--- config.mk ---
export PLATFORM = sky130hd
export DESIGN_NAME = two_class_queue_anti_starvation_unit
export DESIGN_NICKNAME = d
export VERILOG_FILES = /design/src/design/tcq_pkg.sv /design/src/design/two_class_queue_anti_starvation_unit.sv /design/src/design/tcq_ram.sv /design/src/design/tcq_ctrl.sv /design/src/design/tcq_datapath.sv
export SDC_FILE = /design/constraint.sdc
export NUM_CORES = 1
export LEC_CHECK = 0
export ABC_AREA = 1
export BUFFER_PORTS_ARGS = -buffer_cell sky130_fd_sc_hd__buf_2
export CORE_MARGIN = 10
export CORE_UTILIZATION = 24
export CTS_CLUSTER_DIAMETER = 30
export CTS_CLUSTER_SIZE = 40
export DETAILED_ROUTE_END_ITERATION = 7
export GPL_ROUTABILITY_DRIVEN = 0
export HOLD_SLACK_MARGIN = 0.12
export PLACE_DENSITY = 0.35
export SYNTH_ARGS = -nofsm -noshare
export SYNTH_HDL_FRONTEND = slang
export SYNTH_SLANG_ARGS = --single-unit
--- constraint.sdc ---
create_clock -name clk -period 2.82 [get_ports clk]
set_input_delay 0.141 -clock clk [delete_from_list [all_inputs] [get_ports clk]]
set_output_delay 0.141 -clock clk [all_outputs]
set_load 0.01 [all_outputs]
--- src/design/tcq_pkg.sv ---
`default_nettype none

package tcq_pkg;

    // Fixed field widths of the request and response words.
    localparam int CMD_W    = 2;
    localparam int TAG_W    = 16;
    localparam int STATUS_W = 2;
    localparam int LIMIT_W  = 8;

    // Command codes.
    localparam logic [CMD_W-1:0] CMD_ADD    = 2'd0;
    localparam logic [CMD_W-1:0] CMD_REMOVE = 2'd1;
    localparam logic [CMD_W-1:0] CMD_DRAIN  = 2'd2;

    // Result status codes.
    localparam logic [STATUS_W-1:0] STATUS_OK    = 2'd0;
    localparam logic [STATUS_W-1:0] STATUS_EMPTY = 2'd1;
    localparam logic [STATUS_W-1:0] STATUS_FULL  = 2'd2;

    // Configuration register map.
    localparam int                 APB_ADDR_W     = 2;
    localparam int                 APB_DATA_W     = 32;
    localparam logic [APB_ADDR_W-1:0] ADDR_STARVE_LIMIT = 2'd0;
    localparam logic [LIMIT_W-1:0] STARVE_LIMIT_RESET = 8'd10;

    typedef struct packed {
        logic [CMD_W-1:0] cmd;
        logic [TAG_W-1:0] op_tag;
        logic             at_safepoint;
    } req_word_t;

    typedef struct packed {
        logic [STATUS_W-1:0] status;
        logic [TAG_W-1:0]    out_tag;
        logic                out_class;
        logic                last;
        logic                urgent_pending;
    } rsp_word_t;

    // Commands from the controller to the datapath.
    typedef struct packed {
        logic accept;      // request word taken this cycle
        logic load_tag;    // tag RAM read data is valid, load the result
        logic drain_step;  // pop the next urgent tag of a drain
    } ctrl_cmd_t;

    // Status from the datapath to the controller.
    typedef struct packed {
        logic has_result;   // the pending request gives at least one response
        logic fetch_needed; // the pending request will read a tag
        logic more_drain;   // a drain still has urgent tags to emit
    } dp_status_t;

endpackage

`default_nettype wire

--- src/design/two_class_queue_anti_starvation_unit.sv ---
// An add, or a remove or drain that finds nothing, shows its result in the cycle after
// the request word is taken; a remove that returns a tag passes the fetch state first.
// A new request word is taken only after the last response word has been handed over; a drain
// passes the fetch state for each urgent tag, since each tag RAM has a registered read port.
// Reset (rst_n, asynchronous, active low) empties both queues, clears the starvation
// counter and sets starve_limit to 10; the tag RAM contents are left as they are.
`default_nettype none

module two_class_queue_anti_starvation_unit #(
    parameter int QUEUE_DEPTH = 16,
    parameter int TAG_BITS    = 16
) (
    input  wire logic                               clk,
    input  wire logic                               rst_n,
    // Request channel.
    input  wire logic                               req_valid,
    output logic                                    req_stall,
    input  wire tcq_pkg::req_word_t                 req_word,
    // Response channel.
    output logic                                    rsp_valid,
    input  wire logic                               rsp_stall,
    output tcq_pkg::rsp_word_t                      rsp_word,
    // Configuration port.
    input  wire logic                               psel,
    input  wire logic                               penable,
    input  wire logic                               pwrite,
    input  wire logic [tcq_pkg::APB_ADDR_W-1:0]     paddr,
    input  wire logic [tcq_pkg::APB_DATA_W-1:0]     pwdata,
    output logic      [tcq_pkg::APB_DATA_W-1:0]     prdata,
    output logic                                    pready
);

    // The block works on one request word at a time. The controller sequences
    // the accept, the tag RAM fetch and the hand-over of each response word,
    // while the datapath holds the queue pointers, the starvation counter and
    // the response register that stands between the two channels.

    tcq_pkg::ctrl_cmd_t          ctrl_cmd;
    tcq_pkg::dp_status_t         dp_status;
    logic [tcq_pkg::LIMIT_W-1:0] starve_limit_reg;
    logic                        cfg_write;

    // The only register sits at address zero; writes elsewhere are dropped and
    // reads elsewhere return zero. Writes complete in the access phase.
    assign pready    = 1'b1;
    assign cfg_write = psel && penable && pwrite && pready
                       && (paddr == tcq_pkg::ADDR_STARVE_LIMIT);

    always_ff @(posedge clk or negedge rst_n)
    begin
        if (!rst_n)
        begin
            starve_limit_reg <= tcq_pkg::STARVE_LIMIT_RESET;
        end
        else if (cfg_write)
        begin
            starve_limit_reg <= pwdata[tcq_pkg::LIMIT_W-1:0];
        end
    end

    assign prdata = (paddr == tcq_pkg::ADDR_STARVE_LIMIT)
                    ? tcq_pkg::APB_DATA_W'(starve_limit_reg) : '0;

    tcq_ctrl u_ctrl (
        .clk      (clk),
        .rst_n    (rst_n),
        .req_valid(req_valid),
        .req_stall(req_stall),
        .rsp_valid(rsp_valid),
        .rsp_stall(rsp_stall),
        .dp_status(dp_status),
        .ctrl_cmd (ctrl_cmd)
    );

    // The datapath sees the request word directly; the controller's accept
    // command tells it when the word is really taken.
    tcq_datapath #(
        .QUEUE_DEPTH(QUEUE_DEPTH),
        .TAG_BITS   (TAG_BITS)
    ) u_datapath (
        .clk         (clk),
        .rst_n       (rst_n),
        .req_word    (req_word),
        .starve_limit(starve_limit_reg),
        .ctrl_cmd    (ctrl_cmd),
        .dp_status   (dp_status),
        .rsp_word    (rsp_word)
    );

endmodule

`default_nettype wire

--- src/design/tcq_ram.sv ---
`default_nettype none

module tcq_ram #(
    parameter int WIDTH = 16,
    parameter int DEPTH = 16
) (
    input  wire logic                     clk,
    input  wire logic                     wr_en,
    input  wire logic [$clog2(DEPTH)-1:0] wr_addr,
    input  wire logic [WIDTH-1:0]         wr_data,
    input  wire logic                     rd_en,
    input  wire logic [$clog2(DEPTH)-1:0] rd_addr,
    output logic      [WIDTH-1:0]         rd_data
);

    logic [WIDTH-1:0] mem [DEPTH];

    always_ff @(posedge clk)
    begin
        if (wr_en)
        begin
            mem[wr_addr] <= wr_data;
        end
        if (rd_en)
        begin
            rd_data <= mem[rd_addr];
        end
    end

endmodule

`default_nettype wire

--- src/design/tcq_ctrl.sv ---
`default_nettype none

module tcq_ctrl (
    input  wire logic                clk,
    input  wire logic                rst_n,
    input  wire logic                req_valid,
    output logic                     req_stall,
    output logic                     rsp_valid,
    input  wire logic                rsp_stall,
    input  wire tcq_pkg::dp_status_t dp_status,
    output tcq_pkg::ctrl_cmd_t       ctrl_cmd
);

    typedef enum logic [2:0] {
        ST_IDLE  = 3'b001,
        ST_FETCH = 3'b010,
        ST_EMIT  = 3'b100
    } state_t;

    state_t state_reg;
    state_t state_next;

    always_comb
    begin
        state_next          = state_reg;
        ctrl_cmd            = '0;
        unique case (state_reg)
            ST_IDLE:
            begin
                if (req_valid)
                begin
                    ctrl_cmd.accept = 1'b1;
                    if (dp_status.has_result)
                    begin
                        state_next = dp_status.fetch_needed ? ST_FETCH : ST_EMIT;
                    end
                end
            end
            ST_FETCH:
            begin
                ctrl_cmd.load_tag = 1'b1;
                state_next        = ST_EMIT;
            end
            ST_EMIT:
            begin
                if (!rsp_stall)
                begin
                    if (dp_status.more_drain)
                    begin
                        ctrl_cmd.drain_step = 1'b1;
                        state_next          = ST_FETCH;
                    end
                    else
                    begin
                        state_next = ST_IDLE;
                    end
                end
            end
            default:
            begin
                state_next = ST_IDLE;
            end
        endcase
    end

    // An undefined command is taken in idle and the datapath ignores it, so the
    // controller only needs to leave idle for real commands.
    always_ff @(posedge clk or negedge rst_n)
    begin
        if (!rst_n)
        begin
            state_reg <= ST_IDLE;
        end
        else
        begin
            state_reg <= state_next;
        end
    end

    assign req_stall = (state_reg != ST_IDLE);
    assign rsp_valid = (state_reg == ST_EMIT);

    a_fetch_then_emit: assert property (@(posedge clk) disable iff (!rst_n)
        state_reg == ST_FETCH |=> state_reg == ST_EMIT)
        else $error("tag fetch not followed by a result");

    a_emit_done_idle: assert property (@(posedge clk) disable iff (!rst_n)
        (state_reg == ST_EMIT && !rsp_stall && !dp_status.more_drain)
        |=> state_reg == ST_IDLE)
        else $error("controller did not return to idle after last word");

endmodule

`default_nettype wire

--- src/design/tcq_datapath.sv ---
`default_nettype none

module tcq_datapath #(
    parameter int QUEUE_DEPTH = 16,
    parameter int TAG_BITS    = 16
) (
    input  wire logic                              clk,
    input  wire logic                              rst_n,
    input  wire tcq_pkg::req_word_t                req_word,
    input  wire logic [tcq_pkg::LIMIT_W-1:0]       starve_limit,
    input  wire tcq_pkg::ctrl_cmd_t                ctrl_cmd,
    output tcq_pkg::dp_status_t                    dp_status,
    output tcq_pkg::rsp_word_t                     rsp_word
);

    localparam int AW = $clog2(QUEUE_DEPTH);
    localparam int FW = $clog2(QUEUE_DEPTH + 1);
    localparam int PW = AW + 1;
    localparam int SW = (TAG_BITS < tcq_pkg::TAG_W) ? TAG_BITS : tcq_pkg::TAG_W;

    localparam logic [AW-1:0] LAST_IDX  = AW'(QUEUE_DEPTH - 1);
    localparam logic [FW-1:0] FULL_FILL = FW'(QUEUE_DEPTH);
    localparam logic [PW-1:0] DEPTH_P   = PW'(QUEUE_DEPTH);

    function automatic logic [AW-1:0] wrap_inc(input logic [AW-1:0] p);
        return (p == LAST_IDX) ? '0 : p + AW'(1);
    endfunction

    function automatic logic [AW-1:0] tail_addr(input logic [AW-1:0] head,
                                                input logic [FW-1:0] fill);
        logic [PW-1:0] pos;
        pos = PW'(head) + PW'(fill);
        return (pos >= DEPTH_P) ? AW'(pos - DEPTH_P) : AW'(pos);
    endfunction

    logic [AW-1:0]                u_head_reg, u_head_next;
    logic [FW-1:0]                u_fill_reg, u_fill_next;
    logic [AW-1:0]                n_head_reg, n_head_next;
    logic [FW-1:0]                n_fill_reg, n_fill_next;
    logic [tcq_pkg::LIMIT_W-1:0]  starve_reg, starve_next;
    logic                         sel_urgent_reg, sel_urgent_next;
    logic                         drain_reg, drain_next;
    logic [tcq_pkg::STATUS_W-1:0] res_status_reg, res_status_next;
    logic [tcq_pkg::TAG_W-1:0]    res_tag_reg, res_tag_next;
    logic                         res_class_reg, res_class_next;
    logic                         res_last_reg, res_last_next;

    logic          u_ne, n_ne, u_full, n_full, prefer_u, take_u;
    logic          is_add, is_rem, is_drain;
    logic          push_u, push_n, pop_u, pop_n;
    logic [SW-1:0] u_rdata, n_rdata;

    assign u_ne     = (u_fill_reg != '0);
    assign n_ne     = (n_fill_reg != '0);
    assign u_full   = (u_fill_reg == FULL_FILL);
    assign n_full   = (n_fill_reg == FULL_FILL);
    assign prefer_u = (starve_reg < starve_limit);
    // Preferred queue first, the other one when the preferred one is empty.
    assign take_u   = prefer_u ? u_ne : !n_ne;

    assign is_add   = ctrl_cmd.accept && (req_word.cmd == tcq_pkg::CMD_ADD);
    assign is_rem   = ctrl_cmd.accept && (req_word.cmd == tcq_pkg::CMD_REMOVE);
    assign is_drain = ctrl_cmd.accept && (req_word.cmd == tcq_pkg::CMD_DRAIN);

    assign push_u = is_add && req_word.at_safepoint && !u_full;
    assign push_n = is_add && !req_word.at_safepoint && !n_full;
    assign pop_u  = (is_rem && take_u && u_ne) || (is_drain && u_ne) || ctrl_cmd.drain_step;
    assign pop_n  = is_rem && !take_u && n_ne;

    always_comb
    begin
        dp_status.has_result   = 1'b1;
        dp_status.fetch_needed = 1'b0;
        dp_status.more_drain   = drain_reg && u_ne;
        unique case (req_word.cmd)
            tcq_pkg::CMD_ADD:    dp_status.fetch_needed = 1'b0;
            tcq_pkg::CMD_REMOVE: dp_status.fetch_needed = u_ne || n_ne;
            tcq_pkg::CMD_DRAIN:  dp_status.fetch_needed = u_ne;
            default:             dp_status.has_result   = 1'b0;
        endcase
    end

    always_comb
    begin
        u_head_next = pop_u ? wrap_inc(u_head_reg) : u_head_reg;
        n_head_next = pop_n ? wrap_inc(n_head_reg) : n_head_reg;
        u_fill_next = u_fill_reg;
        n_fill_next = n_fill_reg;
        if (push_u)
        begin
            u_fill_next = u_fill_reg + FW'(1);
        end
        else if (pop_u)
        begin
            u_fill_next = u_fill_reg - FW'(1);
        end
        if (push_n)
        begin
            n_fill_next = n_fill_reg + FW'(1);
        end
        else if (pop_n)
        begin
            n_fill_next = n_fill_reg - FW'(1);
        end

        starve_next = starve_reg;
        if (is_rem)
        begin
            starve_next = prefer_u ? starve_reg + tcq_pkg::LIMIT_W'(1) : '0;
        end

        sel_urgent_next = sel_urgent_reg;
        drain_next      = drain_reg;
        res_status_next = res_status_reg;
        res_tag_next    = res_tag_reg;
        res_class_next  = res_class_reg;
        res_last_next   = res_last_reg;

        if (is_add)
        begin
            drain_next      = 1'b0;
            res_status_next = (req_word.at_safepoint ? u_full : n_full)
                              ? tcq_pkg::STATUS_FULL : tcq_pkg::STATUS_OK;
            res_tag_next    = '0;
            res_class_next  = 1'b0;
            res_last_next   = 1'b1;
        end
        else if (is_rem || is_drain)
        begin
            drain_next      = is_drain;
            sel_urgent_next = is_drain ? 1'b1 : take_u;
            res_status_next = tcq_pkg::STATUS_EMPTY;
            res_tag_next    = '0;
            res_class_next  = 1'b0;
            res_last_next   = 1'b1;
        end
        else if (ctrl_cmd.load_tag)
        begin
            res_status_next = tcq_pkg::STATUS_OK;
            res_tag_next    = sel_urgent_reg ? tcq_pkg::TAG_W'(u_rdata)
                                             : tcq_pkg::TAG_W'(n_rdata);
            res_class_next  = sel_urgent_reg;
            // The fill count already reflects the pop of this tag.
            res_last_next   = drain_reg ? !u_ne : 1'b1;
        end
    end

    always_ff @(posedge clk or negedge rst_n)
    begin
        if (!rst_n)
        begin
            u_head_reg <= '0;
            u_fill_reg <= '0;
            n_head_reg <= '0;
            n_fill_reg <= '0;
            starve_reg <= '0;
            drain_reg  <= 1'b0;
        end
        else
        begin
            u_head_reg <= u_head_next;
            u_fill_reg <= u_fill_next;
            n_head_reg <= n_head_next;
            n_fill_reg <= n_fill_next;
            starve_reg <= starve_next;
            drain_reg  <= drain_next;
        end
    end

    always_ff @(posedge clk)
    begin
        sel_urgent_reg <= sel_urgent_next;
        res_status_reg <= res_status_next;
        res_tag_reg    <= res_tag_next;
        res_class_reg  <= res_class_next;
        res_last_reg   <= res_last_next;
    end

    tcq_ram #(
        .WIDTH(SW),
        .DEPTH(QUEUE_DEPTH)
    ) u_urgent_ram (
        .clk    (clk),
        .wr_en  (push_u),
        .wr_addr(tail_addr(u_head_reg, u_fill_reg)),
        .wr_data(req_word.op_tag[SW-1:0]),
        .rd_en  (pop_u),
        .rd_addr(u_head_reg),
        .rd_data(u_rdata)
    );

    tcq_ram #(
        .WIDTH(SW),
        .DEPTH(QUEUE_DEPTH)
    ) u_normal_ram (
        .clk    (clk),
        .wr_en  (push_n),
        .wr_addr(tail_addr(n_head_reg, n_fill_reg)),
        .wr_data(req_word.op_tag[SW-1:0]),
        .rd_en  (pop_n),
        .rd_addr(n_head_reg),
        .rd_data(n_rdata)
    );

    assign rsp_word.status         = res_status_reg;
    assign rsp_word.out_tag        = res_tag_reg;
    assign rsp_word.out_class      = res_class_reg;
    assign rsp_word.last           = res_last_reg;
    assign rsp_word.urgent_pending = u_ne;

    a_pop_nonempty: assert property (@(posedge clk) disable iff (!rst_n)
        (pop_u |-> u_ne) and (pop_n |-> n_ne))
        else $error("pop from an empty queue");

    a_load_after_pop: assert property (@(posedge clk) disable iff (!rst_n)
        ctrl_cmd.load_tag |-> $past(pop_u || pop_n))
        else $error("tag loaded without a preceding RAM read");

endmodule

`default_nettype wire
### Yosys cells after proc, flatten, opt, wreduce, memory -nomap -nowiden

Memories as Yosys holds them, arrays and structs flattened. A register that Yosys moved wholly into a read port is not among the register bits.
Index checks and enable logic that the tools add are counted.

* register bits after elaboration: 59
* logic and storage cells: 119
* memories: 2
* bits of input ports: 60
* output and inout port bits: 56
* memory bits (writable): 512

* reductions and logical operators: 38
* magnitude comparators: 3
* multiplexer cells: 38
* bitwise gates (word level): 1
* $add $sub $neg: 11
* equal/unequal tests: 13

Memory list
* u_datapath.u_normal_ram.mem: words 16, bits a word 16, rd ports 1, clocked after Yosys merged registers in 1, write ports 1, line tcq_ram.sv:16 `logic [WIDTH-1:0] mem [DEPTH];`
* u_datapath.u_urgent_ram.mem: words 16, bits a word 16, rd ports 1, clocked after Yosys merged registers in 1, write ports 1, line tcq_ram.sv:16

Operators with widths (number)
* $mux 5: 4
* $logic_and 1x1->1: 16
* $mux 1: 16
* $mux 16: 1
* $mux 4: 4
* $mux 8: 2
* $mux 3: 4
* $add 4x5->5: 2
* $add 5x1->5 const B: 2
* $eq 5x5->1 const B: 2
* $ge 5x5->1 const B: 2
* $mux 2: 5
* $reduce_bool 5->1: 2
* $sub 5x1->5 const B: 2
* $pmux 3 s3: 1
* $add 4x1->4 const B: 2
* $add 8x1->8 const B: 1
* $eq 4x4->1 const B: 2
* $lt 8x8->1: 1
* $sub 4x1->4 const B: 2
* $logic_not 1->1: 6
* $ne 2x2->1 const B: 3
* $reduce_bool 2->1: 3
* $logic_not 2->1: 2
* 14 further kinds: 17

### Depth between registers and ports, before layout

* depth in word-level cells: 9
* depth in mapped cells: 14
* gate-level depth less buffers: 14

### By module

A second synthesis with hierarchy kept.

* cell total of the unflattened synthesis: 2620
* area, all modules: 26953.4 sq um

By module, submodules not included
* tcq_ram: sequential area each 8167.8 sq um, times used 2, cells an instance 1074, area each 11541.1 sq um
* tcq_datapath: sequential area each 1126.1 sq um, times used 1, cells an instance 359, area each 3039.2 sq um
* two_class_queue_anti_starvation_unit: sequential area each 202.7 sq um, times used 1, cells an instance 81, area each 620.6 sq um
* tcq_ctrl: sequential area each 76.3 sq um, times used 1, cells an instance 32, area each 211.5 sq um

### Worst setup path after synthesis

OpenSTA, ideal clock, no wires.

* path type: register to register
* start: register u_ctrl.state_reg[0]
* end: memory u_datapath.u_urgent_ram.mem[10][0] (enable)
* period minus slack after synthesis: 2.490 ns
* arrival: 2.101 ns
* cell stages (with the launch flop): 9
* buffers on the path: 0
* required time: 2.432 ns
* setup time: 0.388 ns
* slack: 0.330 ns
* cells stage by stage: dfstp_2 > nand3_2 > nor2_4 > nand2_2 > nor2_2 > nand2_2 > inv_2 > nand3_1 > nor2_1

* word-level cells in the longest chain between the ends: 7

Ends and longest elaborated chain
* start: declaration: line tcq_ctrl.sv:20 `state_t state_reg;`
* start signal: assignment: line tcq_ctrl.sv:76 `state_reg <= state_next;`
* $eq 3x1->1: line tcq_ctrl.sv:27 `unique case (state_reg)`
* $mux 1: line tcq_ctrl.sv:27
* $logic_and 1x1->1: line tcq_datapath.sv:61 `assign is_add = ctrl_cmd.accept && (req_word.cmd == tcq_pkg::CMD_ADD);`
* $logic_and 1x1->1 (2 in a row): line tcq_datapath.sv:65 `assign push_u = is_add && req_word.at_safepoint && !u_full;`
* $mux 1: line tcq_ram.sv:20 `if (wr_en)`
* $mux 1 (not written as such): line tcq_ram.sv:22 `mem[wr_addr] <= wr_data;`
* end: declaration: line tcq_ram.sv:16

No other way between the ends.

### Final worst setup path

* start: register u_ctrl.state_reg[0]
* end: memory u_datapath.u_normal_ram.mem[0][15] (enable)

* word-level cells in the longest chain between the ends: 7

Ends and longest elaborated chain
* $eq 3x1->1: line tcq_ctrl.sv:27
* $mux 1: line tcq_ctrl.sv:27
* $logic_and 1x1->1: line tcq_datapath.sv:61
* $logic_and 1x1->1 (2 in a row): line tcq_datapath.sv:66 `assign push_n = is_add && !req_word.at_safepoint && !n_full;`
* $mux 1: line tcq_ram.sv:20
* $mux 1 (not written as such): line tcq_ram.sv:22
* end: declaration: line tcq_ram.sv:16

No other way between the ends.

==> impl_metrics.xml <==
<?xml version="1.0" encoding="UTF-8"?>
<metrics>
  <group name="outcome">
    <metric name="status" unit="">finished clean</metric>
  </group>
  <group name="job">
    <metric name="max_capacitance_violation_total" unit="">0</metric>
  </group>
  <group name="floorplan">
    <metric name="die-width" unit="um">339</metric>
    <metric name="fp.dieArea" unit="um^2">115000</metric>
    <metric name="std_cell_rows" unit="">116</metric>
    <metric name="io_pins" unit="">116</metric>
    <metric name="fp.coreArea" unit="um^2">100000</metric>
    <metric name="die_height" unit="um">339</metric>
    <metric name="initial_utilization" unit="%">24.3</metric>
  </group>
  <group name="layout">
    <metric name="drive_above_1_share" unit="%">18.3</metric>
    <metric name="biggestRegsByFlops" unit="">u_datapath.u_normal_ram.mem x256, u_datapath.u_urgent_ram.mem x256</metric>
    <metric name="final_cell_area" unit="um^2">32000</metric>
    <metric name="nets" unit="">2283</metric>
    <metric name="mostFrequentLayoutCells" unit="">547 x sky130_fd_sc_hd__edfxtp_1, 355 x sky130_fd_sc_hd__nand2_1, 188 x sky130_fd_sc_hd__o21ai_0</metric>
    <metric name="num-fill-cells" unit="">10100</metric>
    <metric name="synthToLayoutAreaGrowth" unit="%">31.0</metric>
    <metric name="mostFrequentLayoutCell" unit="">sky130_fd_sc_hd__edfxtp_1</metric>
  </group>
  <group name="cts">
    <metric name="worstSkewPairLatency" unit="ns">0.70</metric>
    <metric name="clock_tree.htree_level_count" unit="">4</metric>
    <metric name="count_of_clock_tree_sinks" unit="">603</metric>
    <metric name="cts_buffers" unit="">140</metric>
    <metric name="cts_root_buf" unit="">sky130_fd_sc_hd__clkbuf_16</metric>
    <metric name="cts.reportedPaths.clkPinSlew" unit="ns">0.04</metric>
    <metric name="ctsLongestPathBuffers" unit="">3</metric>
    <metric name="tritoncts" unit="">built</metric>
  </group>
  <group name="synthesis">
    <metric name="synth_cell_types" unit="">41</metric>
    <metric name="dominantRegCellSynth" unit="">sky130_fd_sc_hd__edfxtp_1</metric>
    <metric name="synthTopCellsByArea" unit="">sky130_fd_sc_hd__edfxtp_1 67%, sky130_fd_sc_hd__nand2_1 5.5%, sky130_fd_sc_hd__o21ai_0 3.9%</metric>
    <metric name="postSynthRegisterBits" unit="">603</metric>
    <metric name="synthDominantCellAreaShare" unit="%">67.3</metric>
    <metric name="synth_enable_flop_cells" unit="">547</metric>
    <metric name="netlist_instances" unit="">1945</metric>
    <metric name="synth-seq-area-share" unit="%">72.7</metric>
    <metric name="yosysWarningCount" unit="">0</metric>
    <metric name="netlist.top_cell.by_area" unit="">sky130_fd_sc_hd__edfxtp_1</metric>
    <metric name="async_reset_ff_share" unit="%">6.30</metric>
    <metric name="syn_area" unit="um^2">24400</metric>
    <metric name="syn-mean-instance-area" unit="um^2">12.5</metric>
  </group>
  <group name="setup_path">
    <metric name="r2r_slack" unit="ns">0.11</metric>
    <metric name="cp_cell_instances" unit="">nand3_2, nor2_4, nand2_2, nor2_2, nand2_1, inv_2, nand3_1, nor2_1, buf_4</metric>
    <metric name="critical_path.max_fanout" unit="">8</metric>
    <metric name="buffer_and_inverter_count_on_the_worst_path" unit="">2</metric>
    <metric name="critical_path_required" unit="ns">3.19</metric>
    <metric name="timing.critical_path.slowest_stage_cell" unit="">sky130_fd_sc_hd__dfstp_2</metric>
    <metric name="critical_path.endpoint_type" unit="">register</metric>
    <metric name="r2r_cells" unit="">9</metric>
    <metric name="timing.critical_path.from_type" unit="">register</metric>
    <metric name="crit-reg2reg-capture" unit="">u_datapath.u_normal_ram.mem[0][15]</metric>
    <metric name="crit_arrival" unit="ns">3.08</metric>
    <metric name="critPathKind" unit="">register to register</metric>
    <metric name="gate_family_responsible_for_the_most_delay_along_the_worst_path" unit="">simple AND/OR/NAND/NOR gates</metric>
    <metric name="critical_path.max_stage_delay" unit="ns">0.56</metric>
    <metric name="r2r-start" unit="">u_ctrl.state_reg[0]</metric>
  </group>
  <group name="place">
    <metric name="dpl-instance-area" unit="um^2">27000</metric>
    <metric name="numPortBuffers" unit="">66</metric>
    <metric name="dp.final_hpwl" unit="um">45600</metric>
  </group>
  <group name="global_routing">
    <metric name="gr-usage-all-layers" unit="%">12.7</metric>
    <metric name="grt_max_degree" unit="">80</metric>
    <metric name="antenna_found_initial" unit="">2</metric>
    <metric name="via_count_of_the_first_global_routing_pass" unit="">16500</metric>
    <metric name="grt-ovfl-total" unit="">0</metric>
    <metric name="grt_pass1_wl" unit="um">109000</metric>
  </group>
  <group name="power">
    <metric name="p_leak" unit="nW">11.5</metric>
    <metric name="total_power" unit="mW">34.9</metric>
    <metric name="power_density" unit="nW/um^2">1090</metric>
    <metric name="irDropWorstVdd" unit="uV">602</metric>
  </group>
  <group name="timing">
    <metric name="worstMarginPinSlew" unit="ns">0.969</metric>
    <metric name="final.min_clock_period" unit="ns">2.71</metric>
    <metric name="slew_viol_final" unit="">0</metric>
    <metric name="slew_headroom" unit="%">35.4</metric>
    <metric name="holdWs" unit="ns">0.167</metric>
    <metric name="unrepaired_setup_endpoints_after_global_routing" unit="">no</metric>
    <metric name="finalSetupViolations" unit="">0</metric>
    <metric name="finalHoldViolations" unit="">0</metric>
    <metric name="max_freq" unit="GHz">0.369</metric>
    <metric name="final_min_period_over_clock_period" unit="%">96.1</metric>
    <metric name="clock_skew" unit="ns">0.0255</metric>
    <metric name="totalNegativeSetupSlack" unit="ns">0</metric>
  </group>
  <group name="route">
    <metric name="drt_iter0_drc" unit="">1188</metric>
    <metric name="avgRoutedWirePerCell" unit="um">20.4</metric>
    <metric name="drtAntennaViolNets" unit="">0</metric>
    <metric name="post-route-drc-count" unit="">0</metric>
    <metric name="vias" unit="">16300</metric>
    <metric name="vias_per_cell" unit="">4.44</metric>
    <metric name="first_pass_iters" unit="">5</metric>
    <metric name="routed_wl" unit="um">74800</metric>
  </group>
  <group name="min_path">
    <metric name="timing.hold.worst.class" unit="">primary input to asynchronous set/reset pin</metric>
  </group>
</metrics>
==> routing by layer <==
layer | global-route usage (%) | up-vias | share of wire, %
li1 | - | 7595 | -
met1 | 17.9 | 8107 | 49
met2 | 18.9 | 450 | 44
met3 | 3.36 | 102 | 5.6
met4 | 4.12 | 0 | 1.9
met5 | 0 | - | 0
==> per-stage QoR <==
stage                     cells  util, %  worst slack (ns)
final                      3664     31.8             0.110
after CTS                  3663     31.8             0.160
after global placement     3362     26.8             0.226
after global routing       3663     31.8            0.0123
after floorplan            1968        -             0.330
after detailed placement   3362     26.8             0.193
==> power by group <==
group | switching (mW) | internal (mW)
Clock | 4.89 | 10.4
Combinational | 6.16 | 2.58
Sequential | 0.369 | 10.5
==> worst max path at each step <==
stage / from / endpoint / slack, ns / cells past startpoint
2_1_floorplan: u_ctrl.state_reg[0] / u_datapath.u_urgent_ram.mem[10][0] / 0.33 / 8
3_3_place_gp: u_ctrl.state_reg[0] / u_datapath.u_normal_ram.mem[0][8] / 0.23 / 9
3_5_place_dp: u_ctrl.state_reg[0] / u_datapath.u_normal_ram.mem[2][8] / 0.19 / 9
4_1_cts: u_ctrl.state_reg[0] / u_datapath.u_normal_ram.mem[2][8] / 0.16 / 9
5_1_grt: u_ctrl.state_reg[0] / u_datapath.u_normal_ram.mem[2][8] / 0.01 / 9
6_report: u_ctrl.state_reg[0] / u_datapath.u_normal_ram.mem[0][15] / 0.11 / 9
==> cell type report <==
type | count | area [um^2] | area share [%]
Multi-Input combinational cell | 1169 | 5900 | 18.5
Clock buffer | 169 | 3740 | 11.7
Sequential cell | 603 | 17700 | 55.5
Inverter | 66 | 254 | 0.795
Antenna cell | 1 | 2.50 | 0.00783
Clock inverter | 86 | 785 | 2.46
Tap cell | 1357 | 1700 | 5.31
Timing Repair Buffer | 213 | 1820 | 5.71
==> cells by family (layout without fill, tap and decap cells) <==
logic type      Yosys count  count (layout)  share of synthesized area [%]
flops                   603             603                           72.7
fa+ha+maj                30              30                           1.66
simple gates            670             670                           11.3
compound gates          428             428                           10.0
buf+inv                 196             534                           3.62
other cells               2              26                         0.0308
xor+xnor                 16              16                          0.575
==> Yosys cell counts, types with 32 or more instances <==
library cell and n:
sky130_fd_sc_hd__a21oi_1 124, sky130_fd_sc_hd__nand2_1 355, sky130_fd_sc_hd__o21ai_0 188, sky130_fd_sc_hd__a221oi_1 43, sky130_fd_sc_hd__clkbuf_1 67, sky130_fd_sc_hd__edfxtp_1 547, sky130_fd_sc_hd__o22ai_1 44, sky130_fd_sc_hd__nor2_1 190
sky130_fd_sc_hd__dfrtp_1 35, sky130_fd_sc_hd__nand4_1 32, sky130_fd_sc_hd__inv_1 58, sky130_fd_sc_hd__nand3_1 70
==> repair_timing <==
item | 4_1_cts | 5_1_grt
setup buffers | 0 | 0
resized for setup | 0 | 0
hold buffers | 46 | 0
endpoints found under the hold margin | 549 | 0
Note: power is estimated with default switching activity, not from simulation.
